===== src/design/servo_pick_place_ramp_sequencer_unit_assert.svh =====
// Assertion macros for the pick-and-place ramp sequencer.
`ifndef SERVO_PICK_PLACE_RAMP_SEQUENCER_UNIT_ASSERT_SVH
`define SERVO_PICK_PLACE_RAMP_SEQUENCER_UNIT_ASSERT_SVH
`ifndef SYNTHESIS
// Same-cycle implication.
`define SPPRS_ASSERT_NOW(label, clk, rst_n, ante, cons) \
	label: assert property (@(posedge clk) disable iff (!rst_n) (ante) |-> (cons)) \
		else $error("assertion failed");
// Next-cycle implication.
`define SPPRS_ASSERT_NEXT(label, clk, rst_n, ante, cons) \
	label: assert property (@(posedge clk) disable iff (!rst_n) (ante) |=> (cons)) \
		else $error("assertion failed");
`else
`define SPPRS_ASSERT_NOW(label, clk, rst_n, ante, cons)
`define SPPRS_ASSERT_NEXT(label, clk, rst_n, ante, cons)
`endif
`endif


===== src/design/spprs_pkg.sv =====
// Shared types, constants and arithmetic helpers for the ramp sequencer.
package spprs_pkg;

	localparam int NUM_CH   = 6;
	localparam int NUM_ARM  = 4;
	localparam int NUM_CFG  = 8;
	localparam int CFG_IDX_W = 8;
	localparam int ANGLE_W  = 12;
	localparam int DUTY_W   = 16;

	// Channel positions
	localparam int CH_BASE = 0;
	localparam int CH_J4   = 4;
	localparam int CH_GRIP = 5;

	// Register indexes
	localparam int CFG_START_BASE  = 0;
	localparam int CFG_TARGET_BASE = 4;

	// Duties in 1/16 us
	localparam logic [DUTY_W-1:0] DUTY_90     = 16'd24000;
	localparam logic [DUTY_W-1:0] DUTY_60     = 16'd18667;
	localparam logic [DUTY_W-1:0] DUTY_GRIP0  = 16'd18672;
	localparam logic [DUTY_W-1:0] DUTY_OFFSET = 16'd8000;
	localparam logic [DUTY_W-1:0] STEP_ARM    = 16'd160;
	localparam logic [DUTY_W-1:0] STEP_GRIP   = 16'd1440;

	// ceil(2^22 / 9): exact quotient for numerators below 2^21
	localparam logic [18:0] RECIP_9 = 19'd466034;
	localparam int RECIP_SHIFT = 22;

	typedef logic [DUTY_W-1:0] duty_t;
	typedef logic [NUM_CH-1:0][DUTY_W-1:0] duty_vec_t;
	typedef logic [NUM_CFG-1:0][DUTY_W-1:0] cfg_vec_t;

	typedef enum logic [2:0] {
		PH_PICK  = 3'd0,
		PH_LIFT1 = 3'd1,
		PH_PLACE = 3'd2,
		PH_LIFT2 = 3'd3,
		PH_DONE  = 3'd4
	} phase_t;

	typedef struct packed {
		duty_vec_t duty;
		phase_t    phase;
	} seq_state_t;

	// round(a * 100 / 9) + 8000, division by reciprocal multiply
	function automatic duty_t angle_to_duty(input logic [ANGLE_W-1:0] a);
		logic [18:0] num;
		logic [37:0] prod;
		num  = ({7'd0, a} << 6) + ({7'd0, a} << 5) + ({7'd0, a} << 2) + 19'd4;
		prod = {19'd0, num} * {19'd0, RECIP_9};
		return prod[RECIP_SHIFT +: DUTY_W] + DUTY_OFFSET;
	endfunction

	// One step toward target, snapping when closer than a step
	function automatic duty_t ramp(input duty_t cur, input duty_t tgt, input duty_t step);
		duty_t res;
		if (cur > tgt) begin
			res = ((cur - tgt) < step) ? tgt : cur - step;
		end else begin
			res = ((tgt - cur) < step) ? tgt : cur + step;
		end
		return res;
	endfunction

	// Ramp the selected groups
	function automatic duty_vec_t ramp_grp(input duty_vec_t d, input duty_vec_t t,
			input logic base, input logic arm, input logic grip);
		duty_vec_t r;
		r = d;
		if (base) begin
			r[CH_BASE] = ramp(d[CH_BASE], t[CH_BASE], STEP_ARM);
		end
		if (arm) begin
			for (int k = 1; k <= NUM_ARM; k++) begin
				r[k] = ramp(d[k], t[k], STEP_ARM);
			end
		end
		if (grip) begin
			r[CH_GRIP] = ramp(d[CH_GRIP], t[CH_GRIP], STEP_GRIP);
		end
		return r;
	endfunction

	// Joints 1..4 all on target
	function automatic logic arm_on(input duty_vec_t d, input duty_vec_t t);
		logic on;
		on = 1'b1;
		for (int k = 1; k <= NUM_ARM; k++) begin
			if (d[k] != t[k]) begin
				on = 1'b0;
			end
		end
		return on;
	endfunction

endpackage


===== src/design/spprs_cfg.sv =====
// Configuration register file; angles are stored already converted to duty.
module spprs_cfg
	import spprs_pkg::*;
(
	input  logic                 clk,
	input  logic                 arst_n,
	input  logic                 wr_en,
	input  logic [CFG_IDX_W-1:0] wr_index,
	input  logic [ANGLE_W-1:0]   wr_angle,
	output cfg_vec_t             cfg_duty
);

	cfg_vec_t duty_q;
	duty_t    wr_duty;

	// angle to pulse width for the incoming write
	assign wr_duty = angle_to_duty(wr_angle);

	// register file, out-of-range indexes dropped
	always_ff @(posedge clk or negedge arst_n) begin
		if (!arst_n) begin
			for (int i = 0; i < NUM_CFG; i++) begin
				duty_q[i] <= DUTY_90;
			end
		end else begin
			for (int i = 0; i < NUM_CFG; i++) begin
				if (wr_en && (wr_index == CFG_IDX_W'(i))) begin
					duty_q[i] <= wr_duty;
				end
			end
		end
	end

	assign cfg_duty = duty_q;

endmodule


===== src/design/spprs_step.sv =====
// One control period: target selection, grouped ramps and phase advance.
module spprs_step
	import spprs_pkg::*;
(
	input  logic       tick,
	input  cfg_vec_t   cfg_duty,
	input  seq_state_t cur,
	output seq_state_t nxt
);

	duty_vec_t tgt;
	duty_vec_t d;
	phase_t    ph;
	phase_t    ph_inc;
	logic      base_first;

	// targets for the current phase
	always_comb begin
		for (int k = 0; k < NUM_CH; k++) begin
			tgt[k] = DUTY_90;
		end
		unique case (cur.phase)
			PH_PICK: begin
				for (int k = 0; k < NUM_ARM; k++) begin
					tgt[k] = cfg_duty[CFG_START_BASE + k];
				end
			end
			PH_LIFT1: begin
				tgt[CH_BASE] = cfg_duty[CFG_START_BASE];
			end
			PH_PLACE: begin
				for (int k = 0; k < NUM_ARM; k++) begin
					tgt[k] = cfg_duty[CFG_TARGET_BASE + k];
				end
				tgt[CH_GRIP] = DUTY_60;
			end
			PH_LIFT2: begin
				tgt[CH_GRIP] = DUTY_60;
			end
			default: begin
				tgt[CH_GRIP] = DUTY_90;
			end
		endcase
	end

	assign base_first = (cur.phase == PH_PICK) || (cur.phase == PH_PLACE);
	assign ph_inc     = phase_t'(cur.phase + 3'd1);

	// two move passes; the second only once the leading group has settled
	always_comb begin
		d  = cur.duty;
		ph = cur.phase;
		if (tick && (cur.phase < PH_DONE)) begin
			d = ramp_grp(d, tgt, base_first, !base_first, 1'b0);
			if (arm_on(d, tgt) && (d[CH_BASE] == tgt[CH_BASE])) begin
				d = ramp_grp(d, tgt, 1'b1, 1'b1, 1'b1);
				if (d[CH_GRIP] == tgt[CH_GRIP]) begin
					ph = ph_inc;
				end
			end
			if (base_first ? (d[CH_BASE] == tgt[CH_BASE]) : arm_on(d, tgt)) begin
				d = ramp_grp(d, tgt, 1'b1, 1'b1, 1'b0);
				if (arm_on(d, tgt) && (d[CH_BASE] == tgt[CH_BASE])) begin
					d = ramp_grp(d, tgt, 1'b1, 1'b1, 1'b1);
					if (d[CH_GRIP] == tgt[CH_GRIP]) begin
						ph = ph_inc;
					end
				end
			end
		end
		nxt.duty  = d;
		nxt.phase = ph;
	end

endmodule


===== src/design/servo_pick_place_ramp_sequencer_unit.sv =====
// Top level of the six-channel pick-and-place ramp sequencer.
//
//  channel | handshake            | payload
//  --------+----------------------+------------------------------------------
//  in      | in_valid / in_ready  | tick
//  out     | out_valid / out_ready| duty_base..duty_gripper, phase_now
//  cfg     | cfg_valid / cfg_ready| cfg_index, cfg_data
//
// One request per cycle while in_ready is high; each result is valid in the
// next cycle. The state register doubles as the result register, so in_ready
// is high whenever the result slot is empty or being taken this cycle.
// Reset: duties 24000 (gripper 18672), phase pick, angle registers 90 deg.
// cfg_ready is always high; index 8 and up is ignored.
`include "servo_pick_place_ramp_sequencer_unit_assert.svh"
module servo_pick_place_ramp_sequencer_unit
	import spprs_pkg::*;
(
	input  logic                 clk,
	input  logic                 arst_n,
	input  logic                 in_valid,
	output logic                 in_ready,
	input  logic                 tick,
	output logic                 out_valid,
	input  logic                 out_ready,
	output logic [DUTY_W-1:0]    duty_base,
	output logic [DUTY_W-1:0]    duty_joint1,
	output logic [DUTY_W-1:0]    duty_joint2,
	output logic [DUTY_W-1:0]    duty_joint3,
	output logic [DUTY_W-1:0]    duty_joint4,
	output logic [DUTY_W-1:0]    duty_gripper,
	output logic [2:0]           phase_now,
	input  logic                 cfg_valid,
	output logic                 cfg_ready,
	input  logic [CFG_IDX_W-1:0] cfg_index,
	input  logic [ANGLE_W-1:0]   cfg_data
);

	cfg_vec_t   cfg_duty;
	seq_state_t state_q;
	seq_state_t state_nxt;
	logic       out_valid_q;
	logic       in_acc;
	logic       phase_step_ok;

	assign cfg_ready = 1'b1;
	assign in_ready  = !out_valid_q || out_ready;
	assign in_acc    = in_valid && in_ready;

	spprs_cfg u_cfg (
		.clk      (clk),
		.arst_n   (arst_n),
		.wr_en    (cfg_valid),
		.wr_index (cfg_index),
		.wr_angle (cfg_data),
		.cfg_duty (cfg_duty)
	);

	spprs_step u_step (
		.tick     (tick),
		.cfg_duty (cfg_duty),
		.cur      (state_q),
		.nxt      (state_nxt)
	);

	// sequencer state, also the held result
	always_ff @(posedge clk or negedge arst_n) begin
		if (!arst_n) begin
			for (int k = 0; k < NUM_CH; k++) begin
				state_q.duty[k] <= (k == CH_GRIP) ? DUTY_GRIP0 : DUTY_90;
			end
			state_q.phase <= PH_PICK;
		end else if (in_acc) begin
			state_q <= state_nxt;
		end
	end

	// result valid flag
	always_ff @(posedge clk or negedge arst_n) begin
		if (!arst_n) begin
			out_valid_q <= 1'b0;
		end else if (in_acc) begin
			out_valid_q <= 1'b1;
		end else if (out_ready) begin
			out_valid_q <= 1'b0;
		end
	end

	assign out_valid    = out_valid_q;
	assign duty_base    = state_q.duty[CH_BASE];
	assign duty_joint1  = state_q.duty[1];
	assign duty_joint2  = state_q.duty[2];
	assign duty_joint3  = state_q.duty[3];
	assign duty_joint4  = state_q.duty[CH_J4];
	assign duty_gripper = state_q.duty[CH_GRIP];
	assign phase_now    = state_q.phase;

	// phase either holds or moves up by one per request
	assign phase_step_ok = (state_nxt.phase == state_q.phase) ||
		(state_nxt.phase == phase_t'(state_q.phase + 3'd1));

	// checks
	`SPPRS_ASSERT_NOW(a_phase_range, clk, arst_n, 1'b1, state_q.phase <= PH_DONE)
	`SPPRS_ASSERT_NOW(a_phase_step, clk, arst_n, in_acc, phase_step_ok)
	`SPPRS_ASSERT_NEXT(a_idle_tick, clk, arst_n, in_acc && !tick, state_q == $past(state_q))
	`SPPRS_ASSERT_NEXT(a_no_accept_hold, clk, arst_n, !in_acc, state_q == $past(state_q))

endmodule


===== config.mk =====
export PLATFORM = sky130hd
export DESIGN_NAME = servo_pick_place_ramp_sequencer_unit
export DESIGN_NICKNAME = d
export VERILOG_FILES = /design/src/design/spprs_pkg.sv /design/src/design/spprs_cfg.sv /design/src/design/spprs_step.sv /design/src/design/servo_pick_place_ramp_sequencer_unit.sv
export VERILOG_INCLUDE_DIRS = /design/src /design/src/design
export SDC_FILE = /design/constraint.sdc
export NUM_CORES = 2
export LEC_CHECK = 0
export BUFFER_PORTS_ARGS = -buffer_cell sky130_fd_sc_hd__buf_4
export CAP_MARGIN = 20
export CORE_MARGIN = 1.5
export CORE_UTILIZATION = 38
export DETAILED_ROUTE_END_ITERATION = 6
export SLEW_MARGIN = 15
export SYNTH_ARGS = -nofsm -noshare
export SYNTH_HDL_FRONTEND = slang
export SYNTH_SLANG_ARGS = --single-unit

===== constraint.sdc =====
create_clock -name clk -period 18.75 [get_ports clk]
set_input_delay 3.75 -clock clk [delete_from_list [all_inputs] [get_ports clk]]
set_output_delay 3.75 -clock clk [all_outputs]
set_load 0.05 [all_outputs]

# After elaboration in Yosys (flattened, before gate mapping)
# Cells that the tools add are included.
[totals] ff_bits=228 latchBits=0 ram_bits=0 rom_bits=0 inputBits=26 out_inout_bits=102 wordCells=335 n_memories=0
[op_classes] add_sub_neg=93 mul=1 n_div=0 magnitude_cmp=67 n_eq_ne=27 shift=0 n_mux=110 n_bitwise=0 reduce_logical=21
[op_table] op="16-bit 2-to-1 mux" count=75
[op_table] op="16-bit by 8-bit < comparator with 1-bit output (second input constant)" count=40
[op_table] op="16-bit subtractor" count=32
[op_table] op="96-bit 2-to-1 mux" count=4
[op_table] op="16-bit by 8-bit adder with 16-bit output (second input constant)" count=20
[op_table] op="16-bit by 8-bit subtractor with 16-bit output (second input constant)" count=20
[op_table] op="16-bit > comparator" count=16
[op_table] op="64-bit 2-to-1 mux" count=4
[op_table] op="16-bit inequality test" count=9
[op_table] op="48-bit case mux with 2 select lines" count=1
[op_table] op="16-bit by 15-bit > comparator with 1-bit output (second input constant)" count=4
[op_table] op="16-bit by 11-bit < comparator with 1-bit output (second input constant)" count=4
[op_table] op="15-bit by 16-bit subtractor with 16-bit output (first input constant)" count=4
[op_table] op="16-bit by 15-bit subtractor with 16-bit output (second input constant)" count=4
[op_table] op="16-bit == test" count=3
[op_table] op="16-bit by 15-bit inequality test with 1-bit output (second input constant)" count=3
[op_table] op="19-bit by 18-bit multiplier with 37-bit output (second input constant)" count=1
[op_table] op="16-bit by 11-bit adder with 16-bit output (second input constant)" count=2
[op_table] op="16-bit by 15-bit == test with 1-bit output" count=2
[op_table] op="8-bit by 3-bit == test with 1-bit output (second input constant)" count=4
[op_table] op="16-bit by 15-bit > comparator with 1-bit output" count=2
[op_table] op="16-bit case mux with 2 select lines" count=1
[op_table] op="15-bit by 16-bit subtractor with 16-bit output" count=2
[op_table] op="16-bit by 11-bit subtractor with 16-bit output (second input constant)" count=2
[op_table] op="other kinds (22)" count=60

# Longest topological paths before layout
[logic_depth] depth_word=43 ltp_mapped=79 depth_no_buf=66

# By module
# A second synthesis with hierarchy kept.
[unflattened] cells_unflattened=7442 area_unflattened_um2=53555.1
[by_module_without_submodules] module="spprs_step" instances=1 cells_per_inst=6108 area_per_inst_um2=38949.9 seq_area_each_um2=0.0
[by_module_without_submodules] module="spprs_cfg" instances=1 cells_per_inst=1120 area_per_inst_um2=10794.1 seq_area_each_um2=3273.1
[by_module_without_submodules] module="servo_pick_place_ramp_sequencer_unit" instances=1 cells_per_inst=214 area_per_inst_um2=3811.2 seq_area_each_um2=2553.7

# Worst setup path after synthesis
# OpenSTA, ideal clock, no wires.
[synth_timing] path_kind="register to register" from="register state_q (netlist bit phase_now[1])" to="register state_q (netlist bit duty_joint1[3])" setup_time_ns=0.082 arrival_ns=16.098 required_time_ns=18.668 setup_slack_ns=2.570 stages_incl_launch_ff=69 path_buffers=15 period_less_slack_ns=16.180 cell_sequence="dfrtp_1 > ha_1 > o21ba_2 > buf_4 > clkbuf_1 > clkbuf_1 > clkbuf_1 > clkbuf_1 > clkbuf_1 > buf_1 > clkbuf_1 > and2_1 > inv_1 > ha_1 > clkbuf_1 > nand2_1 > o21ai_0 > a21oi_1 > [33 not listed] > inv_1 > ha_1 > clkbuf_1 > o21a_1 > o21ai_0 > nor2b_1 > xnor2_1 > and2_1 > a21oi_1 > nor2_1 > a21oi_1 > a311o_1 > o31ai_1 > nand2_1 > nor2_1 > o21ai_2 > a31oi_2 > mux2i_1"
[synth_between] elab_chain_len=33 word_cells_on_any_way=198 cone_classes="52 x add/sub; 46 x order compare; 17 x eq/ne; 76 x mux; 7 x reduce/logical"
[synth_lines] element="start: declaration" line_no="servo_pick_place_ramp_sequencer_unit.sv:39" text="seq_state_t state_q;"
[synth_lines] element="start signal: assignment" line_no="servo_pick_place_ramp_sequencer_unit.sv:73" text="state_q <= state_nxt;"
[synth_lines] element="branches (longest 33 deep; another with 16-bit subtractor)"
# Several ways; the timed one is not identified. The select of a mux whose other input is x is not followed.
# A chain may end at the register's enable or synchronous reset.

# Worst setup path in the final report
[layout_timing] from="register state_q (netlist bit phase_now[0])" to="register state_q (netlist bit duty_joint3[9])"
# The elaborated chain is that of the path after synthesis.

==> metrics.yaml <==
outcome:
  status: "complete, but fails checks"
  violations: "design-rule violations"
synth:
  ys_seq_elements: 228
  async_flop_share_pct: 100
  synth_ff_type: "dfrtp_1"
  synthesis.area_um2: 50400
  syn_nets: 7660
  synth.avg_cell_area_um2: 7.34
  yosys_warnings: 0
  synthDistinctLibCells: 127
  syn_inst: 6871
  synth-edff-count: 0
  synth-seq-area-share_pct: 11.5
detailed_routing:
  final_antenna_net_count: 0
  drc: 1
  first_pass_iters: 7
  wl_per_cell_um: 24.2
  num_vias: 55200
  vias_per_cell: 6.40
  drt_iter0_markers: 6313
  drt-total-wl_mm: 208
final_layout:
  nets: 7631
  diodes: 0
  drive_gt1_share_pct: 10.4
  nFillCells: 13600
  final_common_cell: "ha_1"
  syn2layout_area_growth_pct: 8.38
  ff_latch_area_um2: 5830
  multi_input_area_um2: 41400
  most-common-layout-cells: "ha_1, nor2_1, nand2_1, inv_1, a21oi_1"
timing:
  final_max_slew_viol_count: 0
  finalCritPeriodShare_pct: 94.9
  maxSlewHeadroom_pct: 18.8
  setup_ws_ns: 0.961
  rsz0062_at_grt: "false"
  post-route-min-period_ns: 17.79
  hold_violations: 0
  fmax_mhz: 56.2
  finalSetupViolations: 0
  worst_pin_slew_ns: 1.21
  tns_ns: 0
  skew_ns: 0.0352
place:
  gp_congestion: 1.03
  dpl.hpwl_mm: 162
  place_ws_ns: 0.799
  io_buffers: 126
clock_network:
  cts_setup_buffers: 0
  numCtsBuffers: 34
  cts_root_buf: "clkbuf_16"
  ctsHtreeMaxLevel: 2
  cts_tree: "yes"
  cts_buffer_depth: 3
  clk_pin_slew_ns: 0.07
  postCtsResizedCells: 0
  cts_hold_buf: 0
  clkLatencyLatePin_ns: 0.59
  cts_sinks: 228
grt:
  gr-total-overflow: 0
  antenna_found_initial: 3
  grt.total_usage_pct: 29.2
  grt_pass1_wl_mm: 312
  grtUsageMet2_pct: 45.3
  grtUsageMet3_pct: 4.41
  top_usage_layer: "met2"
  grt_max_degree: 170
  grt_pass1_vias: 50700
  met1_usage_pct: 40.4
critical_path:
  path_class: "flip-flop to flip-flop"
  critPathSlowestCell: "a21oi_1"
  start_kind: "flip-flop"
  endpoint_kind: "flip-flop"
  crit_path_max_incr_delay_ns: 0.81
  crit_top_cell: "nor2_1"
  worstPathArrival_ns: 18.29
  cp_max_fo: 22
  required_ns: 19.25
floorplanning:
  core_um2: 132000
  die_area_um2: 135000
  ios: 128
  initial_core_util_pct: 38.3
  fp.dieH_um: 367
  chipWidth_um: 367
  rows: 133
power_and_ir_drop:
  ir_drop_v: 0.000957
  p_per_area_nw_per_um2: 209
  p_leak_nw: 24.0
min_path:
  hp-class: "flip-flop to flip-flop"
flow_run:
  drv_cap: 0
==> cells by family after synthesis <==
family	after synthesis	synth area share, %
XOR/XNOR	203	3.55
flip-flops	228	11.5
multiplexers	204	4.32
AO/OA/AOI/OAI	2264	30.6
AND/OR/NAND/NOR	2311	23.0
other	1	0.00743
adder cells (fa/ha/maj)	763	20.1
buffers and inverters	897	6.84
==> metrics by stage <==
stage	total power [W]	hold WS [ns]	area (um2)	std cells	utilization (%)
3_3_place_gp	0.0103	0.463	53400	8552	40.6
5_1_grt	0.0124	0.495	54700	8623	41.5
3_5_place_dp	0.0104	0.472	53500	8555	40.6
2_1_floorplan	0.00779	0.449	50400	6871	-
4_1_cts	0.0112	0.482	54600	8617	41.5
6_report	0.0114	0.480	54700	8623	41.5
==> path summary, 6_finish.rpt <==
path                                                   endpoint                            start  cells after the start  slack (ns)
worst max-delay path                 duty_joint3[9]$_DFFE_PN0P_         phase_now[0]$_DFFE_PN0P_                     55        0.96
worst min-delay path            u_cfg.cfg_duty[124]$_DFFE_PN1P_  u_cfg.cfg_duty[124]$_DFFE_PN1P_                      2        0.48
worst max register to register       duty_joint3[9]$_DFFE_PN0P_         phase_now[0]$_DFFE_PN0P_                     55        0.96
worst min register to register  u_cfg.cfg_duty[124]$_DFFE_PN1P_  u_cfg.cfg_duty[124]$_DFFE_PN1P_                      2        0.48
max in group asynchronous           duty_joint4[15]$_DFFE_PN0P_                           arst_n                      2       14.06
min in group asynchronous            duty_joint3[9]$_DFFE_PN0P_                           arst_n                      1        3.14
==> critical path: cells and delay by family (launching register included) <==
family          cells  cell delay [ns]
fa+ha+maj           5             2.34
compound gates     24             7.21
flops               1             0.43
buf+inv             7             1.78
simple gates       19             5.87
==> synth_stat cells (86+ instances only) <==
master,instances,area [um2]
nor2_1,559,2100
xnor2_1,149,1310
o211ai_1,109,818
ha_1,682,8530
nand4_1,96,601
nor4_1,86,538
a22oi_1,90,676
nand3_1,213,1070
a21oi_1,506,2530
dfrtp_1,131,3280
a211oi_1,86,646
dfstp_2,97,2550
nor3_1,213,1070
a31oi_1,106,663
clkbuf_1,288,1080
a21o_1,139,1040
nand2_1,551,2070
mux2i_1,104,1040
mux2_2,97,1090
inv_1,540,2030
o21ai_0,417,2090
==> power breakdown <==
group          leakage [nW]  switching (W)  internal [W]
Sequential             2.68      0.0000567      0.000600
Combinational          20.7        0.00670       0.00340
Clock                 0.542       0.000284      0.000384
Total                  24.0        0.00704       0.00438
==> sequential cells by signal, indices dropped and copies added, names as in the netlist <==
name            count
duty_base          16
u_cfg.cfg_duty    128
duty_joint2        16
duty_joint3        16
phase_now           3
duty_gripper       16
duty_joint4        16
duty_joint1        16
out_valid           1
==> metal layers <==
layer,routed length [um],vias up,share of wire [%]
li1,-,25400,-
met2,89800,2703,43
met3,17800,467,8.5
met1,91600,26600,44
met4,9230,4,4.4
met5,24,-,0.012
==> final cells by class <==
cell class                 instances  share of cell area, %
inverter                         559                   3.84
sequential                       228                   10.7
clock buffer                      45                   1.70
tap                             1755                   4.02
multi-input combinational       5747                   75.6
clock inverter                    17                  0.359
timing repair buffer             272                   3.78
Note: power is estimated with default switching activity, not from simulation.
